## config.mk

```make
export PLATFORM = sky130hd
export DESIGN_NAME = hcb_ram
export DESIGN_NICKNAME = d
export VERILOG_FILES = /design/src/rtl/core/hcb_ram.sv
export SDC_FILE = /design/constraint.sdc
export NUM_CORES = 1
export LEC_CHECK = 0
export BUFFER_PORTS_ARGS = -buffer_cell sky130_fd_sc_hd__buf_2
export CORE_MARGIN = 2
export CORE_UTILIZATION = 40
export DETAILED_ROUTE_END_ITERATION = 16
export GPL_ROUTABILITY_DRIVEN = 0
export PLACE_DENSITY_LB_ADDON = 0.3
export SLEW_MARGIN = 20
export SYNTH_ARGS = -nofsm -noshare
export SYNTH_HDL_FRONTEND = slang
export SYNTH_SLANG_ARGS = --single-unit
```

## constraint.sdc

```tcl
create_clock -name clk_i -period 2.2 [get_ports clk_i]
set_input_delay 0.44 -clock clk_i [delete_from_list [all_inputs] [get_ports clk_i]]
set_output_delay 0.44 -clock clk_i [all_outputs]
set_load 0.005 [all_outputs]
```

## src/rtl/core/hcb_ram.sv

```systemverilog
`timescale 1ns / 1ps
module hcb_ram #(
  parameter int Width = 8,
  parameter int Depth = 16
) (
  input  logic                     clk_i,
  input  logic                     we_i,
  input  logic [$clog2(Depth)-1:0] waddr_i,
  input  logic [Width-1:0]         wdata_i,
  input  logic [$clog2(Depth)-1:0] raddr_i,
  output logic [Width-1:0]         rdata_o
);
  logic [Width-1:0] mem_q [Depth];

  always_ff @(posedge clk_i) begin
    if (we_i) begin
      mem_q[waddr_i] <= wdata_i;
    end
    rdata_o <= mem_q[raddr_i];
  end
endmodule

```

==> results.yml, run 1 <==
clock_network:
  numCtsBuffers: 17
  post_cts_buffers: 0
  cts_resized: 0
  cts.clk_slew.worst_paths_ps: 60
  clockBufferDepth: 2
  clkSinkCount: 136
  cts_tree: "built"
  clockRootBuffer: "clkbuf_16"
  h-tree-depth: 4
  postCtsHoldBufs: 0
  clk_latency_ps: 410
finish:
  final_util: 0.491
  antennaDiodeCount: 0
  area_growth_pct: 20.0
  final_cell_count_no_fill: 469
  nNetsFinal: 302
  drive_gt1_frac: 0.323
synth:
  yosysSeqAreaShare: 0.778
  synth_seq_cells: 136
  synth_edf_count: 128
  ys.flop_type: "edfxtp_1"
  synth.avg_cell_area_sq_um: 22.5
  synthDominantAreaCellType: "edfxtp_1"
  synth_nets: 247
  ys_types: 19
  synth-compound-area-share: 0.0233
  synthSimpleGateAreaFrac: 0.0318
  synth_top_area_share: 0.747
  netlist_top_cells_area: "edfxtp_1 75%, mux4_2 7.9%, mux4_1 7.1%"
  synth-warning-count: 0
  synthTopCellsByCount: "128 x edfxtp_1, 18 x mux4_2, 16 x a22oi_1, 14 x mux4_1, 13 x nor2_1"
  synthXorXnorAreaFrac: 0
  synth_fa_ha_area_frac: 0
  synth-async-reset-ratio: 0
  synth_top_family_by_area: "multiplexers"
  muxShareOfSynthArea: 0.150
  syn_area_sq_mm: 0.00515
  synth_cells: 229
  yosysMostFrequentCell: "edfxtp_1"
sta:
  timing.fmax_ghz: 0.679
  slew_violations: 0
  fin_skew_ps: 8.75
  setup_ws_ps: 726
  worstMarginPinSlew_ps: 648
  setup_violations: 0
  slew_headroom: 0.566
  fin_crit_sh: 0.670
  final.setup.tns_ps: 0
  rsz0062_at_grt: "false"
  hold_viol: 0
  finalCriticalPeriod_ps: 1470
critical_path:
  arrival_ps: 1760
  critPathMaxFanout: 11
  reg2reg_depth: 3
  required_ps: 2490
  worstReg2RegEnd: "rdata_o[3]"
  r2r-start: "mem_q[1][3]"
  cp-end-kind: "register"
  regToRegSetupSlack_ps: 810
  worstSetupPathType: "input pin to register"
  start_kind: "input pin"
grt:
  grt_overflow_total: 0
  grt_usage: 0.154
  grt_pass1_wl_mm: 15.2
  grt_pass1_vias: 2575
  grt_max_degree: 22
  antenna_found_initial: 0
drt:
  viasPerCell: 5.07
  wl_mm: 9.68
  firstDrtPassIters: 5
  drt-initial-drc-count: 146
  post-route-drc-count: 0
  ant_nets: 0
  vias: 2378
  routedWlPerCell_um: 20.6
die:
  fp.dieW_um: 117
  ios: 26
  core_area_sq_mm: 0.0126
  die_area_sq_mm: 0.0138
  die_h_um: 117
  row_count: 41
  start_util: 0.410
worst_hold_path:
  min_path_type: "input pin to register"
  holdPathEnd: "mem_q[5][2]"
  worstHoldStart: "wdata_i[2]"
  holdPathStages: 1
place:
  dp_hpwl_mm: 6.20
  pre_cts_slack_ps: 318
  place_inst: 437
  portBuffers: 25
pwr:
  p_per_area_mw_per_mm2: 965
  irDropWorstVdd_v: 0.000592
  p_leak_nw: 2.09
job:
  max_cap_violations: 0
run_status:
  outcome: "complete, no violations"
## where the power goes
| part | internal [mW] | switching [mW] | total, mW |
|---|---|---|---|
| registers | 2.90 | 0.0173 | 2.91 |
| logic | 0.118 | 0.149 | 0.268 |
| clock network | 1.69 | 1.09 | 2.78 |
| total | 4.71 | 1.26 | 5.96 |
## flip-flops by register name (all words and copies together), names as in the netlist
name     flops
mem_q      128
rdata_o      8
## final cells by class
class | instances | area [sq um]
timing repair buffer | 46 | 308
sequential | 136 | 4000
fill | 1033 | 6390
tap | 172 | 215
clock buffer | 17 | 425
clock inverter | 15 | 168
multi-input combinational | 83 | 1060
## metal layers
| metal | vias to the layer above | global-route usage | share of wire |
|---|---|---|---|
| met2 | 65 | 0.250 | 0.49 |
| met1 | 1214 | 0.205 | 0.45 |
| li1 | 1090 | - | - |
| met4 | 0 | 0.0542 | 0.0088 |
| met5 | - | 0 | 0 |
| met3 | 9 | 0.0370 | 0.044 |
## worst max-delay path by stage
stage,startpoint,end,slack [ps],cells past startpoint
final,raddr_i[0],rdata_o[5],730,5
after floorplan,waddr_i[2],mem_q[0][0],270,2
after detailed placement,raddr_i[0],rdata_o[5],320,5
after global placement,raddr_i[0],rdata_o[5],320,5
after CTS,raddr_i[0],rdata_o[5],740,5
after global routing,raddr_i[0],rdata_o[5],660,5
## stage by stage
step | area [sq um] | power (mW) | hold WS, ps
final | 6180 | 5.96 | 421
after global routing | 6180 | 6.16 | 421
after CTS | 6180 | 6.02 | 409
after detailed placement | 5580 | 3.24 | 669
after global placement | 5580 | 3.23 | 651
after floorplan | 5150 | 3.11 | 539
## cells in the final DEF, fill, tap and decap left out
cell	instances
edfxtp_1	128
buf_2	25
buf_4	19
mux4_2	18
clkbuf_16	17
a22oi_1	16
mux4_1	14
nor2_1	13
nand2_1	9
dfxtp_1	8
inv_6	5
nor3_1	4
clkinv_4	3
clkinvlp_4	3
nand3b_1	2
nand2b_1	2
bufinv_16	2
buf_12	2
nor2b_1	1
and2_1	1
and2b_1	1
nand3_1	1
or3b_2	1
clkinv_1	1
inv_8	1
## critical path: stages
cell and delay (ps):
buf_2 110, buf_4 260, mux4_1 580, a22oi_1 280
nand2_1 90
## cell families (layout without fill, tap and decap cells)
family | count (synthesis) | after routing
muxes | 32 | 32
buffers and inverters | 10 | 78
DFF | 136 | 136
and+or+nand+nor | 35 | 35
AOI/OAI and AO/OA | 16 | 16
Power figures use the tool's default switching activity.
==> inputs of run 2 (changes only) <==
- clock period: 2.2 -> 1.5 ns (I/O delays scaled with it)
==> run 2 against run 1 <==
Against the previous run:
- critical path type is now register to register
- register-to-register slack got worse by 710 ps
- critical endpoint is now rdata_o[1]
- worst hold slack got worse by 140 ps
- clock skew fell by 3.7 ps
- total power rose by 44%
- routed wire length rose by 3.7%
- sequential share of layout area fell by 0.46 points
- cell area rose by 0.71%
- clock power rose by 40%
- largest power group unchanged
==> results.yml, run 2 (synthesis gave the netlist of run 1 again) <==
run_status:
  outcome: "complete, no violations"
finish:
  drive_gt1_frac: 0.333
  final_util: 0.495
  area_growth_pct: 20.9
  final_cell_mix: "128 x edfxtp_1, 28 x buf_4, 25 x buf_2"
  fill_cells: 1026
  top_register: "mem_q"
  design_area_sq_mm: 0.00622
  antennaDiodeCount: 0
  largest_reg_flops: 128
  final_common_cell: "edfxtp_1"
  nNetsFinal: 311
  largest_registers: "mem_q (128), rdata_o (8)"
clock_network:
  clk_latency_ps: 400
  post_cts_buffers: 0
  clockBufferDepth: 2
  clkSinkCount: 136
  numCtsBuffers: 17
  h-tree-depth: 4
  clockRootBuffer: "clkbuf_16"
  cts_tree: "built"
  postCtsHoldBufs: 0
  cts_resized: 0
  cts.clk_slew.worst_paths_ps: 60
job:
  max_cap_violations: 0
critical_path:
  r2r-start: "mem_q[1][1]"
  start_kind: "register"
  crit_chain: "mux4_1 -> a22oi_1 -> nand2_1"
  arrival_ps: 1680
  reg2reg_depth: 3
  regToRegSetupSlack_ps: 100
  critPathTopFamily: "multiplexers"
  max_stage_delay_ps: 530
  worstReg2RegEnd: "rdata_o[1]"
  worst-path-buf-inv: 0
  worstSetupPathType: "register to register"
  slowest_stage: "mux4_1"
  cp-end-kind: "register"
  critPathMaxFanout: 1
  required_ps: 1790
sta:
  slew_violations: 0
  setup_violations: 0
  hold_viol: 0
  setup_ws_ps: 104
  rsz0062_at_grt: "false"
  slew_headroom: 0.505
  finalCriticalPeriod_ps: 1400
  worstMarginPinSlew_ps: 741
  timing.fmax_ghz: 0.716
  fin_crit_sh: 0.931
  hold_slack_ps: 283
  fin_skew_ps: 5.02
pwr:
  p_total_mw: 8.58
  p_leak_nw: 2.12
  irDropWorstVdd_v: 0.000762
  p_per_area_mw_per_mm2: 1380
die:
  die_h_um: 117
  row_count: 41
  core_area_sq_mm: 0.0126
  start_util: 0.410
  ios: 26
  die_area_sq_mm: 0.0138
  fp.dieW_um: 117
grt:
  grt_overflow_total: 0
  grt_max_degree: 22
  grt_usage: 0.157
  grt_pass1_wl_mm: 15.6
  grt_pass1_vias: 2590
  antenna_found_initial: 0
drt:
  viasPerCell: 5.17
  firstDrtPassIters: 4
  ant_nets: 0
  post-route-drc-count: 0
  top_layer: "met4"
  routedWlPerCell_um: 21.0
  met1_length_mm: 4.46
  vias: 2469
  wl_mm: 10.0
  met3WireLength_um: 449
  drt-initial-drc-count: 206
  wl_met2_mm: 5.04
place:
  place_area_sq_mm: 0.00566
  pre_cts_slack_ps: -245
  dp_hpwl_mm: 6.73
  portBuffers: 25
worst_hold_path:
  holdPathEnd: "mem_q[6][5]"
  holdPathStages: 1
  worstHoldStart: "wdata_i[5]"
  min_path_type: "input pin to register"
[run 2: cell count changes in the layout (fill, tap and decap cells not counted)]
cell and delta:
clkinv_4 -1, clkinvlp_4 +2, clkbuf_1 +2, nor3_1 -1, clkinv_1 +2, inv_6 -5
clkinv_2 +1, buf_4 +9, nor3_2 +1, inv_8 -1
[run 2: area by class of cell]
type,count,area [sq um],share of cell area
Timing Repair Buffer,55,375,0.0603
Tap cell,172,215,0.0346
Clock buffer,19,433,0.0696
Sequential cell,136,4000,0.644
Clock inverter,13,131,0.0211
Multi-Input combinational cell,83,1060,0.171
[run 2: worst max-delay path by stage]
stage,end,start,cells after the start,slack [ps]
final,rdata_o[1],mem_q[1][1],3,100
after CTS,rdata_o[1],mem_q[1][1],3,120
after detailed placement,rdata_o[1],raddr_i[0],5,-250
after global routing,rdata_o[1],raddr_i[0],5,50
after global placement,rdata_o[1],raddr_i[0],5,-240
after floorplan,mem_q[3][0],waddr_i[2],2,-70
[run 2: report_power, final]
part | leakage, nW | switching (mW) | internal, mW
combinational | 0.636 | 0.224 | 0.187
sequential | 1.22 | 0.0256 | 4.25
clock | 0.258 | 1.47 | 2.43
[run 2: worst register-to-register path: stages (launching register included)]
cell and delay (ps):
edfxtp_1 370, mux4_1 530, a22oi_1 290, nand2_1 90
[run 2: metal layers]
layer | GRT usage | vias to the layer above
li1 | - | 1102
met1 | 0.208 | 1304
met2 | 0.251 | 58
met3 | 0.0399 | 5
met4 | 0.0587 | 0
met5 | 0 | -
[run 2: metrics by stage]
stage | instances | setup TNS (ps)
after floorplan | 229 | -1980
after global placement | 446 | -3620
after detailed placement | 446 | -4020
after CTS | 478 | 0
after global routing | 478 | 0
final | 478 | 0
==> inputs of run 3 (changes only) <==
- REMOVE_ABC_BUFFERS: not set -> 1
==> run 3 against run 2 <==
Against the previous run:
- critical path depth unchanged
- cell area down 0.22%
- worst setup slack better by 47 ps
- clock power down 5%
- clock-buffer cell count up 9
- highest routed layer unchanged
- largest power group unchanged
- sequential power about the same
- clock skew about the same
- via count down 1.8%
- sequential share of layout area up 0.14 points
- utilization down 0.11 points
- register-to-register slack better by 50 ps
- sequential cell count unchanged
==> results.yml, run 3 (synthesis gave the netlist of run 1 again) <==
run_status:
  outcome: "complete, no violations"
critical_path:
  start_kind: "register"
  startpoint: "mem_q[1][2]"
  cp-end-kind: "register"
  slowest_stage: "mux4_1"
  critPathMaxFanout: 1
  worstSetupPathType: "register to register"
  max_stage_delay_ps: 500
  regToRegSetupSlack_ps: 150
  crit_chain: "mux4_1 -> a22oi_1 -> nand2_1"
  arrival_ps: 1640
  required_ps: 1790
  r2r-start: "mem_q[1][2]"
clock_network:
  h-tree-depth: 4
  cts.clk_slew.worst_paths_ps: 50
  numCtsBuffers: 17
  postCtsHoldBufs: 0
  clkSinkCount: 136
  clockBufferDepth: 2
  clk_latency_ps: 410
  cts_tree: "built"
  post_cts_buffers: 0
  cts_resized: 0
  clockRootBuffer: "clkbuf_16"
grt:
  antenna_found_initial: 0
  grt_pass1_wl_mm: 14.6
  grt_max_degree: 19
  grt_overflow_total: 0
  grt_usage: 0.148
  grt_pass1_vias: 2503
sta:
  hold_viol: 0
  fin_skew_ps: 5.28
  hold_slack_ps: 281
  slew_violations: 0
  setup_ws_ps: 151
  rsz0062_at_grt: "false"
  timing.fmax_ghz: 0.741
  slew_headroom: 0.497
  worstMarginPinSlew_ps: 752
  fin_crit_sh: 0.899
  finalCriticalPeriod_ps: 1350
  setup_violations: 0
finish:
  final_common_cell: "edfxtp_1"
  largest_registers: "mem_q (128), rdata_o (8)"
  top_register: "mem_q"
  fill_cells: 1004
  antennaDiodeCount: 0
  nNetsFinal: 311
  largest_reg_flops: 128
  area_growth_pct: 20.6
  final_cell_mix: "128 x edfxtp_1, 26 x buf_4, 25 x buf_2"
  drive_gt1_frac: 0.314
worst_hold_path:
  worstHoldStart: "wdata_i[6]"
  min_path_type: "input pin to register"
die:
  start_util: 0.410
  row_count: 41
  fp.dieW_um: 117
  die_area_sq_mm: 0.0138
  ios: 26
  die_h_um: 117
  core_area_sq_mm: 0.0126
place:
  pre_cts_slack_ps: -233
  portBuffers: 25
  dp_hpwl_mm: 6.41
pwr:
  power.switching_mw: 1.59
  pwr-share-comb: 0.049
  p_clk_frac: 0.441
  internal-power_mw: 6.80
  netSwitchingFraction: 0.190
  seqPwrFrac: 0.510
  irDropWorstVdd_v: 0.00106
  p_per_area_mw_per_mm2: 1350
  p_leak_nw: 2.13
drt:
  top_layer: "met4"
  firstDrtPassIters: 4
  ant_nets: 0
  routedWlPerCell_um: 20.0
  met1_length_mm: 4.22
  met3WireLength_um: 341
  viasPerCell: 5.07
  wl_met2_mm: 4.81
  post-route-drc-count: 0
  drt-initial-drc-count: 151
  vias: 2425
  wl_mm: 9.55
job:
  max_cap_violations: 0
[run 3: layer usage]
metal	vias up	GRT usage
li1	1101	-
met5	-	0
met4	0	0.0663
met1	1262	0.194
met2	48	0.234
met3	14	0.0389
[run 3: area by class of cell]
class                   instances  area (sq um)  share of cell area
multi-input cells              83          1060               0.170
clock inverters                 4          43.8             0.00706
clock buffers                  28           487              0.0784
repair buffers                 55           400              0.0645
well taps                     172           215              0.0347
flip-flops and latches        136          4000               0.645
[run 3: path summary, 6_finish.rpt]
path                            cells after the start           to
worst max-delay path                                3   rdata_o[2]
worst min-delay path                                1  mem_q[8][6]
worst max register to register                      3   rdata_o[2]
worst min register to register                      3   rdata_o[4]
[run 3: per-stage QoR]
| step | total power [mW] | area, sq um | util | setup TNS, ps | instances |
|---|---|---|---|---|---|
| global route | 8.66 | 6210 | 0.494 | 0 | 478 |
| floorplan | 4.52 | 5060 | - | -3600 | 219 |
| detailed placement | 4.77 | 5680 | 0.452 | -4240 | 446 |
| global placement | 4.76 | 5680 | 0.452 | -3500 | 446 |
| finish | 8.39 | 6210 | 0.494 | 0 | 478 |
| CTS | 8.47 | 6210 | 0.494 | 0 | 478 |
[run 3: power groups by stage]
stage	Sequential, mW	Combinational, mW	Clock (mW)
after floorplan	4.35	0.170	0
after global placement	4.35	0.413	0
after detailed placement	4.35	0.421	0
after CTS	4.28	0.422	3.77
after global routing	4.28	0.452	3.93
final	4.27	0.414	3.70
[run 3: critical path: cells and delay by family (launching register included)]
kind / cells / cell delay [ps]
flops: 1 / 340
mux: 1 / 500
simple gates: 1 / 90
compound gates: 1 / 300
